`config.mk`:
```
export PLATFORM = sky130hd
export DESIGN_NAME = even_only_row_sort_top
export DESIGN_NICKNAME = d
export VERILOG_FILES = /design/src/eors_pkg.sv /design/src/eors_ram.sv /design/src/eors_ctrl.sv /design/src/eors_dpath.sv /design/src/even_only_row_sort_top.sv
export SDC_FILE = /design/constraint.sdc
export NUM_CORES = 1
export LEC_CHECK = 0
export ABC_CLOCK_PERIOD_IN_PS = 4700
export BUFFER_PORTS_ARGS = -buffer_cell sky130_fd_sc_hd__buf_2
export CORE_MARGIN = 3
export CORE_UTILIZATION = 30
export CTS_BUF_LIST = sky130_fd_sc_hd__clkbuf_8
export DETAILED_ROUTE_END_ITERATION = 16
export GPL_TIMING_DRIVEN = 0
export PLACE_DENSITY = 0.46
export SKIP_LAST_GASP = 1
export SYNTH_ARGS = -nofsm -noshare
export SYNTH_HDL_FRONTEND = slang
export SYNTH_SLANG_ARGS = --single-unit
```
`constraint.sdc`:
```
create_clock -name clock -period 4.7 [get_ports clock]
set_input_delay 0.94 -clock clock [delete_from_list [all_inputs] [get_ports clock]]
set_output_delay 0.94 -clock clock [all_outputs]
set_load 0.005 [all_outputs]
```
`src/eors_pkg.sv`:
```
// ----------------------------------------------------------------------------
// eors_pkg
// shared types and constants for the even-only row sort block
// ----------------------------------------------------------------------------
package eors_pkg;

   localparam int ROW_LEN = 64;
   localparam int IDX_W   = $clog2(ROW_LEN);
   localparam int CNT_W   = $clog2(ROW_LEN + 1);
   localparam int DATA_W  = 16;

   typedef struct packed {
      logic signed [DATA_W-1:0] element_value;
      logic                     row_end;
   } req_type;

   typedef struct packed {
      logic signed [DATA_W-1:0] sorted_value;
      logic                     row_done;
   } rsp_type;

   typedef enum logic [1:0] {
      RD_I  = 2'd0,
      RD_I1 = 2'd1,
      RD_J1 = 2'd2,
      RD_K  = 2'd3
   } rd_sel_type;

   typedef struct packed {
      logic       load;
      logic       rd_en;
      rd_sel_type rd_sel;
      logic       cap_x;
      logic       set_j;
      logic       cmp;
      logic       wr_i;
      logic       inc_i;
      logic       out_load;
   } dp_cmd_type;

   typedef struct packed {
      logic next_len_one;
      logic j_last;
      logic i_last;
      logic k_last;
      logic out_free;
   } dp_status_type;

endpackage

```
`src/eors_ram.sv`:
```
// ----------------------------------------------------------------------------
// eors_ram
// generic single write, single read ram with registered read data
// ----------------------------------------------------------------------------
module eors_ram #(
   parameter int WIDTH = 16,
   parameter int DEPTH = 64
) (
   input  logic                     clock,
   input  logic                     wr_en,
   input  logic [$clog2(DEPTH)-1:0] wr_addr,
   input  logic [WIDTH-1:0]         wr_data,
   input  logic                     rd_en,
   input  logic [$clog2(DEPTH)-1:0] rd_addr,
   output logic [WIDTH-1:0]         rd_data
);

   logic [WIDTH-1:0] mem_ff [DEPTH];
   logic [WIDTH-1:0] rd_data_ff;

   always_ff @(posedge clock) begin
      if (wr_en) begin
         mem_ff[wr_addr] <= wr_data;
      end
      if (rd_en) begin
         rd_data_ff <= mem_ff[rd_addr];
      end
   end

   assign rd_data = rd_data_ff;

endmodule

```
`src/eors_ctrl.sv`:
```
// ----------------------------------------------------------------------------
// eors_ctrl
// sequencer for load, exchange sort and emission of one row
// ----------------------------------------------------------------------------
module eors_ctrl (
   input  logic                   clock,
   input  logic                   reset,
   input  logic                   req_valid,
   input  logic                   req_row_end,
   output logic                   req_stall,
   input  eors_pkg::dp_status_type status,
   output eors_pkg::dp_cmd_type    cmd
);
   import eors_pkg::*;

   typedef enum logic [6:0] {
      S_LOAD   = 7'b0000001,
      S_RD_I   = 7'b0000010,
      S_GET_I  = 7'b0000100,
      S_CMP    = 7'b0001000,
      S_WR_I   = 7'b0010000,
      S_EM_RD  = 7'b0100000,
      S_EM_CAP = 7'b1000000
   } state_type;

   state_type state_ff, state_in;

   always_comb begin
      state_in = state_ff;
      cmd      = '0;
      cmd.rd_sel = RD_I;
      case (state_ff)
         S_LOAD: begin
            if (req_valid) begin
               cmd.load = 1'b1;
               if (req_row_end) begin
                  state_in = status.next_len_one ? S_EM_RD : S_RD_I;
               end
            end
         end
         S_RD_I: begin
            cmd.rd_en  = 1'b1;
            cmd.rd_sel = RD_I;
            state_in   = S_GET_I;
         end
         S_GET_I: begin
            cmd.cap_x  = 1'b1;
            cmd.set_j  = 1'b1;
            cmd.rd_en  = 1'b1;
            cmd.rd_sel = RD_I1;
            state_in   = S_CMP;
         end
         S_CMP: begin
            cmd.cmp = 1'b1;
            if (status.j_last) begin
               state_in = S_WR_I;
            end else begin
               cmd.rd_en  = 1'b1;
               cmd.rd_sel = RD_J1;
            end
         end
         S_WR_I: begin
            cmd.wr_i = 1'b1;
            if (status.i_last) begin
               state_in = S_EM_RD;
            end else begin
               cmd.inc_i = 1'b1;
               state_in  = S_RD_I;
            end
         end
         S_EM_RD: begin
            if (status.out_free) begin
               cmd.rd_en  = 1'b1;
               cmd.rd_sel = RD_K;
               state_in   = S_EM_CAP;
            end
         end
         S_EM_CAP: begin
            cmd.out_load = 1'b1;
            state_in     = status.k_last ? S_LOAD : S_EM_RD;
         end
         default: begin
            state_in = S_LOAD;
         end
      endcase
   end

   always_ff @(posedge clock) begin
      if (reset) begin
         state_ff <= S_LOAD;
      end else begin
         state_ff <= state_in;
      end
   end

   assign req_stall = (state_ff != S_LOAD);

endmodule

```
`src/eors_dpath.sv`:
```
// ----------------------------------------------------------------------------
// eors_dpath
// row store, index counters, compare and swap, output register
// ----------------------------------------------------------------------------
module eors_dpath (
   input  logic                    clock,
   input  logic                    reset,
   input  eors_pkg::req_type       req_data,
   input  logic                    rsp_stall,
   output logic                    rsp_valid,
   output eors_pkg::rsp_type       rsp_data,
   input  eors_pkg::dp_cmd_type    cmd,
   output eors_pkg::dp_status_type status
);
   import eors_pkg::*;

   logic [CNT_W-1:0]  fill_ff, len_ff, len_next;
   logic [IDX_W-1:0]  i_ff, j_ff, k_ff;
   logic [DATA_W-1:0] x_ff;
   logic              out_valid_ff;
   rsp_type           out_ff;

   logic              fill_full, swap, close;
   logic              wr_en;
   logic [IDX_W-1:0]  wr_addr, rd_addr;
   logic [DATA_W-1:0] wr_data, rd_data;

   assign fill_full = (fill_ff == CNT_W'(ROW_LEN));
   assign len_next  = fill_full ? fill_ff : fill_ff + CNT_W'(1);
   assign close     = cmd.load & req_data.row_end;
   assign swap      = ~x_ff[0] & ~rd_data[0] & ($signed(x_ff) > $signed(rd_data));

   always_comb begin
      wr_en   = 1'b0;
      wr_addr = fill_ff[IDX_W-1:0];
      wr_data = req_data.element_value;
      if (cmd.load) begin
         wr_en = ~fill_full;
      end else if (cmd.cmp) begin
         wr_en   = swap;
         wr_addr = j_ff;
         wr_data = x_ff;
      end else if (cmd.wr_i) begin
         wr_en   = 1'b1;
         wr_addr = i_ff;
         wr_data = x_ff;
      end
   end

   always_comb begin
      case (cmd.rd_sel)
         RD_I:    rd_addr = i_ff;
         RD_I1:   rd_addr = i_ff + IDX_W'(1);
         RD_J1:   rd_addr = j_ff + IDX_W'(1);
         RD_K:    rd_addr = k_ff;
         default: rd_addr = i_ff;
      endcase
   end

   eors_ram #(
      .WIDTH (DATA_W),
      .DEPTH (ROW_LEN)
   ) u_row_store (
      .clock   (clock),
      .wr_en   (wr_en),
      .wr_addr (wr_addr),
      .wr_data (wr_data),
      .rd_en   (cmd.rd_en),
      .rd_addr (rd_addr),
      .rd_data (rd_data)
   );

   always_ff @(posedge clock) begin
      if (reset) begin
         fill_ff      <= '0;
         out_valid_ff <= 1'b0;
      end else begin
         if (close) begin
            fill_ff <= '0;
         end else if (cmd.load && !fill_full) begin
            fill_ff <= fill_ff + CNT_W'(1);
         end
         if (cmd.out_load) begin
            out_valid_ff <= 1'b1;
         end else if (!rsp_stall) begin
            out_valid_ff <= 1'b0;
         end
      end
   end

   always_ff @(posedge clock) begin
      if (close) begin
         len_ff <= len_next;
         i_ff   <= '0;
         k_ff   <= '0;
      end
      if (cmd.inc_i) begin
         i_ff <= i_ff + IDX_W'(1);
      end
      if (cmd.set_j) begin
         j_ff <= i_ff + IDX_W'(1);
      end else if (cmd.cmp) begin
         j_ff <= j_ff + IDX_W'(1);
      end
      if (cmd.cap_x) begin
         x_ff <= rd_data;
      end else if (cmd.cmp && swap) begin
         x_ff <= rd_data;
      end
      if (cmd.out_load) begin
         out_ff.sorted_value <= rd_data;
         out_ff.row_done     <= status.k_last;
         k_ff                <= k_ff + IDX_W'(1);
      end
   end

   assign status.next_len_one = (len_next == CNT_W'(1));
   assign status.j_last       = ({1'b0, j_ff} == CNT_W'(len_ff - CNT_W'(1)));
   assign status.i_last       = ({1'b0, i_ff} == CNT_W'(len_ff - CNT_W'(2)));
   assign status.k_last       = ({1'b0, k_ff} == CNT_W'(len_ff - CNT_W'(1)));
   assign status.out_free     = ~out_valid_ff | ~rsp_stall;

   assign rsp_valid = out_valid_ff;
   assign rsp_data  = out_ff;

endmodule

```
`src/even_only_row_sort_top.sv`:
```
// ----------------------------------------------------------------------------
// even_only_row_sort_top
// row loader with in-place exchange sort of even values and row emission
// ----------------------------------------------------------------------------
// Each input beat stores one element in a 64-entry row store with one write
// port and one read port, at one beat per cycle while the input is not
// stalled; elements past ROW_LEN are dropped. The beat with the row end
// mark closes the row of length n, and the input then stalls while the row
// is sorted and emitted. The sort runs one pass per position i, held in a
// register, against every later position, writing the kept value back to
// position i at its end. Emission reads each result from the row store,
// loads it into the output register and waits while an output stall holds
// that register. The input reopens as soon as the last result sits in the
// output register, so a new row can load while that beat waits.
module even_only_row_sort_top (
   input  logic              clock,
   input  logic              reset,
   input  logic              req_valid,
   output logic              req_stall,
   input  eors_pkg::req_type req_data,
   output logic              rsp_valid,
   input  logic              rsp_stall,
   output eors_pkg::rsp_type rsp_data
);
   import eors_pkg::*;

   dp_cmd_type    cmd;
   dp_status_type status;

   eors_ctrl u_ctrl (
      .clock       (clock),
      .reset       (reset),
      .req_valid   (req_valid),
      .req_row_end (req_data.row_end),
      .req_stall   (req_stall),
      .status      (status),
      .cmd         (cmd)
   );

   eors_dpath u_dpath (
      .clock     (clock),
      .reset     (reset),
      .req_data  (req_data),
      .rsp_stall (rsp_stall),
      .rsp_valid (rsp_valid),
      .rsp_data  (rsp_data),
      .cmd       (cmd),
      .status    (status)
   );

endmodule
```
==> results by group, run 1 <==
Run status
  • Outcome: finished with violations
  • Violated checks: setup timing

Worst setup path
  • Max incr delay on CP: 0.96 ns
  • Critical path class: flip-flop to flip-flop
  • Crit start category: flip-flop
  • Crit path cell chain: or4_1 -> buf_2 -> nor3_4 -> buf_4 -> clkbuf_1 -> nand2_1 -> o21ai_1 -> nand3b_1 -> nor3_2 -> buf_6
  • CP Data Required Time: 5.28 ns
  • Nature of the critical path endpoint: flip-flop
  • Crit path DAT: 5.46 ns
  • Crit-path slowest cell: nor3_2
  • Worst-path maximum fanout: 10
  • R2R setup slack: -0.19 ns
  • Cell family with most CP delay: simple AND/OR/NAND/NOR gates
  • Buf+Inv Stages, Crit Path: 4

STA
  • Worst rel slew slack: 14.5%
  • Min Tclk post-route: 4.89 ns
  • WHS: 0.375 ns
  • Max Fclk: 205 MHz
  • Max Slew Vio Count: 0
  • Final Hold Viols: 0
  • Min setup slack post-route: -0.185 ns
  • Worst Tran Pin Value: 1.28 ns
  • Final setup viols: 59
  • Clock skew: 0.0485 ns
  • Final period utilization: 104%
  • Unrepaired setup endpoints after global routing: yes

GRT
  • Overflow after GRT: 0
  • First-pass GRT wire length: 199 mm
  • Initial antenna violation count: 5
  • All-Layer GR Usage: 17.5%
  • Number of global-route vias before repair: 27.0k
  • Largest net degree at the start of global routing: 65

Drt
  • # DRC: 0
  • Number of nets with antenna violations after routing: 0
  • First DRT Iteration DRCs: 2152
  • Total wire length: 141 mm
  • Drt via density: 4.98
  • Pre-antenna DRT Iters: 5
  • Avg WL per Cell: 25.6 um
  • Via Count: 27.3k

Die
  • Die area: 0.158 mm^2
  • Initial Util: 30.4%
  • Die height: 397 um
  • Core Region: 0.151 mm^2
  • Die Width: 397 um
  • Total I/O pin count: 40
  • Row Count: 142

Logic synthesis
  • Post-synthesis async set-or-reset flop share: 0%
  • Post-Syn Area: 0.0459 mm^2
  • Post-synth top flop: edfxtp_1
  • Syn_nets: 3033
  • Netlist cell types: 66
  • Sequential-to-total area share from yosys stat: 72.5%
  • Warnings from Yosys: 0
  • Avg Inst Size Synth: 15.4 um^2
  • Gate Count Post-Synth: 2987
  • Synthesis-stage register bit count: 1113
  • Post-synth EDFFs: 1098

Power and ir drop
  • Pwr Density: 436 mW/mm^2
  • Lkg Pwr: 18.5 nW
  • Peak VDD IR: 0.308 mV

Clock network
  • TritonCTS Buffers: 187
  • Hold-fix buffer count after cts: 0
  • Worst-Skew Late Latency: 0.90 ns
  • Clock buffer depth: 3
  • CTS tree: yes
  • H-tree levels: 4
  • CTS Root Cell: clkbuf_8
  • CTS Sinks: 1113
  • Clock-pin slew on the worst setup and hold paths: 0.07 ns

Finish
  • Final #Nets: 3389
  • Area Growth Syn to Fin: 20.0%
  • Most frequent cells in the layout: 1098 x edfxtp_1, 312 x mux2i_1, 220 x a21oi_1
  • Share of cells above drive strength 1: 20.7%
  • Commonest non-fill, non-tap cell in the layout: edfxtp_1

Place
  • Pre-CTS setup slack: -2.17 ns
  • DPL Wire Length: 95.9 mm
  • # port buffers: 38
  • Routability cong.: 0.907

Run
  • Max Cap Viol: 0

Hold path
  • Hold Path Class: input port to flip-flop
-- cells by family (layout without fill, tap and decap cells) --
group / Yosys count / in the layout / share of synthesized area (%)
other: 0 / 2 / 0
adders and majority gates: 25 / 25 / 0.681
muxes: 334 / 334 / 7.33
and+or+nand+nor: 626 / 626 / 7.21
AOI/OAI and AO/OA: 625 / 626 / 9.23
DFF: 1113 / 1113 / 72.5
buffers and inverters: 213 / 697 / 2.03
xor gates and xnor gates: 51 / 51 / 1.07
-- layer usage --
| metal | track usage (%) | up-vias | routed length [um] |
|---|---|---|---|
| li1 | - | 12400 | - |
| met1 | 24.4 | 14000 | 64000 |
| met2 | 27.9 | 763 | 65100 |
| met3 | 2.78 | 182 | 7190 |
| met4 | 6.01 | 0 | 4260 |
| met5 | 0 | - | 0 |
-- Yosys cell counts (3+ instances only) --
library cell / n / area share (%)
nor2b_1: 209 / 2.8
nand4_1: 22 / 0.30
buf_4: 11 / 0.18
and2_1: 7 / 0.095
a22oi_1: 38 / 0.62
a31oi_1: 3 / 0.041
nor2_1: 60 / 0.49
or4_1: 4 / 0.065
nor3b_1: 3 / 0.049
xnor2_1: 33 / 0.63
nand2_1: 146 / 1.2
o21a_1: 8 / 0.13
inv_1: 33 / 0.27
edfxtp_1: 1098 / 72
clkbuf_1: 98 / 0.80
nand3b_1: 6 / 0.098
a32o_1: 15 / 0.33
o21ai_0: 5 / 0.054
ha_1: 25 / 0.68
o31ai_1: 3 / 0.049
buf_1: 10 / 0.082
nand3_1: 28 / 0.31
dfxtp_1: 15 / 0.65
a211oi_1: 241 / 3.9
a21oi_1: 231 / 2.5
o21ai_1: 7 / 0.076
nor3_1: 92 / 1.0
or3_1: 5 / 0.068
nand2b_1: 10 / 0.14
mux2i_1: 317 / 6.9
nor4_1: 21 / 0.29
a22o_1: 46 / 0.88
buf_2: 58 / 0.63
xor2_1: 15 / 0.29
o211ai_1: 3 / 0.049
mux2_2: 17 / 0.42
a21o_1: 5 / 0.082
-- worst paths after layout --
check | from | endpoint | depth (start not counted)
min reg2reg | u_dpath.u_row_store.rd_data[12] | u_dpath.x_ff[12] | 0
max | u_ctrl.state_ff[6] | u_dpath.u_row_store.mem_ff[41][9] | 10
min | reset | u_ctrl.state_ff[3] | 2
max reg2reg | u_ctrl.state_ff[6] | u_dpath.u_row_store.mem_ff[41][9] | 10
-- per-stage QoR --
step           utilization, %  power, W  instance area, um^2  instances  setup TNS [ns]
2_1_floorplan               -    0.0139                45900       2987               0
3_3_place_gp             32.2    0.0158                48600       5041        -1287.76
3_5_place_dp             33.3    0.0159                50300       5137         -253.92
4_1_cts                  36.1    0.0242                54600       5474          -0.249
5_1_grt                  36.5    0.0250                55100       5489          -14.18
6_report                 36.5    0.0240                55100       5490           -4.87
-- report_power, final --
group	switching (W)	total, W	internal [W]
clock network	0.00391	0.00781	0.00390
logic	0.00340	0.00501	0.00161
registers	0.0000921	0.0112	0.0111
-- state kept, by name, summed over array words and instances (netlist names) --
signal,cells
u_dpath.x_ff,16
u_dpath.len_ff,7
u_dpath.rsp_valid,1
u_dpath.i_ff,6
u_ctrl.state_ff,7
u_dpath.j_ff,6
u_dpath.u_row_store.rd_data,16
u_dpath.k_ff,6
u_dpath.rsp_data,17
u_dpath.u_row_store.mem_ff,1024
u_dpath.fill_ff,7
-- what timing repair did --
item / CTS / global route
buffers inserted: 22 / 14
gates cloned: 0 / 1
setup endpoints to repair: 949 / 640
resized for setup: 241 / 121
pin swaps: 27 / 26
hold endpoints to repair: 0 / 0
-- final cells by class --
type,instances,area (um^2)
fillers,14400,95900
flip-flops and latches,1113,33300
multi-input cells,1662,12900
clock buffers,194,2670
well taps,2016,2520
repair buffers,170,1700
plain buffers,176,1310
clock inverters,124,591
inverters,33,124
diodes,2,5.00
No activity file was read; power rests on OpenSTA's default activity.
==> run 2, diff against run 1 <==
Settings changed: ABC_CLOCK_PERIOD_IN_PS 4700 to 4400, CORE_UTILIZATION 30 to 49, PLACE_DENSITY 0.46 to 0.69, SYNTH_HIERARCHICAL from default to 1.
Clock period 4.7 ns to 4.4 ns, I/O delays scaled along.
==> run 2 against run 1 <==
  * The flow still finishes with violations (setup timing)
  * Sequential share of layout area is 2.1 points higher
  * Sequential cell count stayed put
  * Sequential power is 7% higher
  * Non-clock buffer count is 30 lower
  * Register-to-register slack worse by 0.36 ns
  * Largest cell class unchanged
  * Largest power group unchanged
==> results by group, run 2 <==
Finish
  • Most frequent cells in the layout: 1098 x edfxtp_1, 225 x mux4_2, 177 x clkbuf_8 (was 1098 x edfxtp_1, 312 x mux2i_1, 220 x a21oi_1)
  • Layout Cells excl Fill: 3923 (was 5490)
  • Area Growth Syn to Fin: 19.3% (was 20.0%)
  • Max reg flops: 1024 (unchanged)
  • Share of cells above drive strength 1: 36.2% (was 20.7%)
  • Register bank with the most flops: u_dpath/u_row_store/mem_ff (was u_dpath.u_row_store.mem_ff)
  • Final design utilization: 59.1% (was 36.5%)
  • Commonest non-fill, non-tap cell in the layout: edfxtp_1 (unchanged)
  • Final #Nets: 2666 (was 3389)

STA
  • Setup TNS: -7.30 ns (was -4.87 ns)
  • Clock skew: 0.0490 ns (was 0.0485 ns)
  • Final Hold Viols: 0 (unchanged)
  • Max Fclk: 202 MHz (was 205 MHz)
  • Max Slew Vio Count: 0 (unchanged)
  • Final setup viols: 16 (was 59)
  • Worst Tran Pin Value: 1.45 ns (was 1.28 ns)
  • Worst rel slew slack: 3.10% (was 14.5%)
  • Final period utilization: 112% (was 104%)
  • Min setup slack post-route: -0.544 ns (was -0.185 ns)
  • Unrepaired setup endpoints after global routing: yes (unchanged)
  • Min Tclk post-route: 4.94 ns (was 4.89 ns)

Power and ir drop
  • Seq pwr share: 46.1% (was 46.7%)
  • Comb power frac: 24.2% (was 20.8%)
  • NetSw: 0.00756 W (was 0.00740 W)
  • Clock Power Share: 29.7% (was 32.5%)
  • Lkg Pwr: 17.4 nW (was 18.5 nW)
  • Peak VDD IR: 0.311 mV (was 0.308 mV)
  • P_int: 0.0184 W (was 0.0166 W)
  • Sw frac: 29.1% (was 30.8%)
  • Pwr Density: 487 mW/mm^2 (was 436 mW/mm^2)
  • Power Total: 0.0260 W (was 0.0240 W)

Clock network
  • Clock buffer depth: 3 (unchanged)
  • CTS Root Cell: clkbuf_8 (unchanged)
  • CTS Sinks: 1113 (unchanged)
  • TritonCTS Buffers: 174 (was 187)
  • H-tree levels: 4 (unchanged)
  • Hold-fix buffer count after cts: 0 (unchanged)
  • CTS tree: yes (unchanged)
  • Worst-Skew Late Latency: 0.82 ns (was 0.90 ns)
  • Clock-pin slew on the worst setup and hold paths: 0.06 ns (was 0.07 ns)

Worst setup path
  • Crit-path slowest cell: mux4_2 (was nor3_2)
  • Worst-path maximum fanout: 8 (was 10)
  • Crit path cell chain: inv_2 -> buf_4 -> ha_1 -> a21boi_4 -> nand2_2 -> xor2_4 -> xnor2_2 -> nor4_4 -> nor3b_2 -> nand3_1 -> nand2_2 -> buf_8 -> nor2b_4 -> a21oi_2 -> o21ai_2 -> buf_6 -> buf_16 -> buf_16 -> buf_12 -> mux4_2 -> mux2i_4 -> a22oi_2 -> a31oi_4 -> a311oi_2 (was or4_1 -> buf_2 -> nor3_4 -> buf_4 -> clkbuf_1 -> nand2_1 -> o21ai_1 -> nand3b_1 -> nor3_2 -> buf_6)
  • Crit path DAT: 5.43 ns (was 5.46 ns)
  • Crit start category: flip-flop (unchanged)
  • CP Launch Point: u_dpath/len_ff[1] (was u_ctrl.state_ff[6])
  • Max incr delay on CP: 0.54 ns (was 0.96 ns)
  • Reg2reg start: u_dpath/len_ff[1] (was u_ctrl.state_ff[6])
  • Nature of the critical path endpoint: flip-flop (unchanged)
  • Critical path class: flip-flop to flip-flop (unchanged)
  • CP Data Required Time: 4.88 ns (was 5.28 ns)

Drt
  • # DRC: 0 (unchanged)
  • Drt via density: 6.22 (was 4.98)
  • Avg WL per Cell: 30.0 um (was 25.6 um)
  • First DRT Iteration DRCs: 3062 (was 2152)
  • Via Count: 24.4k (was 27.3k)
  • Total wire length: 118 mm (was 141 mm)
  • Pre-antenna DRT Iters: 5 (unchanged)
  • Number of nets with antenna violations after routing: 0 (unchanged)

Die
  • Total I/O pin count: 40 (unchanged)
  • Core Region: 0.0901 mm^2 (was 0.151 mm^2)
  • Die height: 308 um (was 397 um)
  • Die area: 0.0948 mm^2 (was 0.158 mm^2)
  • Row Count: 110 (was 142)
  • Initial Util: 49.5% (was 30.4%)
  • Die Width: 308 um (was 397 um)

Logic synthesis
  • Netlist cell types: 69 (was 66)
  • Sequential-to-total area share from yosys stat: 74.5% (was 72.5%)
  • Syn_nets: 2295 (was 3033)
  • Post-synthesis async set-or-reset flop share: 0% (unchanged)
  • Top cells by count, synth: 1098 x edfxtp_1, 225 x mux4_2, 99 x nor2_1, 89 x mux2i_1, 85 x nand2_1 (was 1098 x edfxtp_1, 317 x mux2i_1, 241 x a211oi_1, 231 x a21oi_1, 209 x nor2b_1)
  • Area leader, netlist: edfxtp_1 (unchanged)
  • Synthesis-stage register bit count: 1113 (unchanged)
  • Share of the synthesized area in the top cell type: 73.9% (was 71.8%)
  • Gate Count Post-Synth: 2249 (was 2987)
  • Warnings from Yosys: 6 (was 0)
  • Most numerous cell in the Yosys netlist: edfxtp_1 (unchanged)
  • Post-synth EDFFs: 1098 (unchanged)
  • Post-Syn Area: 0.0446 mm^2 (was 0.0459 mm^2)
  • Largest cells by area after synthesis: edfxtp_1 74%, mux4_2 11%, mux2i_1 2.0% (was edfxtp_1 72%, mux2i_1 6.9%, a211oi_1 3.9%)
  • Post-synth top flop: edfxtp_1 (unchanged)
  • Avg Inst Size Synth: 19.9 um^2 (was 15.4 um^2)

Run status
  • Outcome: finished with violations (unchanged)
  • Violated checks: setup timing (unchanged)

GRT
  • Largest net degree at the start of global routing: 65 (unchanged)
  • Initial antenna violation count: 2 (was 5)
  • First-pass GRT wire length: 168 mm (was 199 mm)
  • All-Layer GR Usage: 24.9% (was 17.5%)
  • Overflow after GRT: 0 (unchanged)
  • Number of global-route vias before repair: 24.2k (was 27.0k)

Place
  • Routability cong.: 0.897 (was 0.907)
  • # port buffers: 39 (was 38)
  • DPL Wire Length: 74.3 mm (was 95.9 mm)
  • Placed cells: 3515 (was 5137)
  • Pre-CTS setup slack: -1.99 ns (was -2.17 ns)

Hold path
  • Hold Path Class: input port to flip-flop (unchanged)
  • Worst Hold Launch: rsp_stall (was reset)

Run
  • Max Cap Viol: 0 (unchanged)
==> run 2: cell types whose count changed after synthesis, sizes merged, moves of 62 or more <==
cell / previous run / this run
a211oi: 241 / 8
nor2b: 209 / 44
mux4: 0 / 229
a21oi: 231 / 34
nor3: 94 / 8
mux2i: 317 / 89
clkbuf: 99 / 37
==> run 2: cell families after synthesis <==
kind of cell / Yosys count / share of synthesized area, %
AOI/OAI and AO/OA: 190 / 3.04
xor gates and xnor gates: 48 / 0.942
adders and majority gates: 25 / 0.701
buffers and inverters: 157 / 2.14
DFF: 1113 / 74.5
muxes: 361 / 14.7
and+or+nand+nor: 355 / 3.99
==> run 2: final cells by class <==
type,count,area [um^2]
inverter,35,131
fill,6286,36900
antenna,3,7.51
clock inverter,124,604
timing repair buffer,195,2170
buffer,121,1240
clock buffer,176,2420
tap,1176,1470
sequential,1113,33300
multi-input combinational,980,12000
==> run 2: per-stage QoR <==
stage | hold WS [ns] | area, um^2
6_report | 0.337 | 53300
4_1_cts | 0.263 | 52500
3_5_place_dp | 0.479 | 47300
5_1_grt | 0.315 | 53300
2_1_floorplan | 0.445 | 44600
3_3_place_gp | 0.480 | 46300
==> run 2: final timing paths <==
kind / end / slack (ns) / cells after the start
max: u_dpath/u_row_store/rd_data[15] / -0.54 / 24
min: u_dpath/rsp_valid / 0.34 / 3
max reg2reg: u_dpath/u_row_store/rd_data[15] / -0.54 / 24
min reg2reg: u_dpath/x_ff[4] / 0.49 / 0
==> run 2: timing repair <==
item / 4_1_cts / 5_1_grt
gates cloned: 4 / 5
setup buffers: 68 / 33
endpoints found under the setup margin: 1038 / 693
pin swaps: 51 / 51
resized for setup: 299 / 96
==> run 2: worst max-delay path, delay by kind of cell, from the launching register on <==
family / cells / cell delay (ns)
AO/OA/AOI/OAI: 6 / 0.99
flip-flops: 1 / 0.36
AND/OR/NAND/NOR: 6 / 0.88
adder cells (fa/ha/maj): 1 / 0.22
multiplexers: 2 / 0.84
XOR/XNOR: 2 / 0.35
buffers and inverters: 7 / 0.94
==> run 2: per-layer routing <==
| metal | part of all wire, % | up-vias | track usage [%] | wire (um) |
|---|---|---|---|---|
| li1 | - | 9981 | - | - |
| met1 | 39 | 12800 | 34.9 | 45600 |
| met2 | 47 | 1417 | 38.6 | 55900 |
| met3 | 9.9 | 247 | 4.96 | 11700 |
| met4 | 3.9 | 0 | 10.4 | 4540 |
| met5 | 0 | - | 0 | 0 |
==> run 2: power by group through the flow <==
stage / sequential (W) / clock [W] / combinational (W)
2_1_floorplan: 0.0121 / 0 / 0.00317
3_3_place_gp: 0.0122 / 0 / 0.00477
3_5_place_dp: 0.0122 / 0 / 0.00490
4_1_cts: 0.0120 / 0.00785 / 0.00577
5_1_grt: 0.0120 / 0.00832 / 0.00649
6_report: 0.0120 / 0.00771 / 0.00628
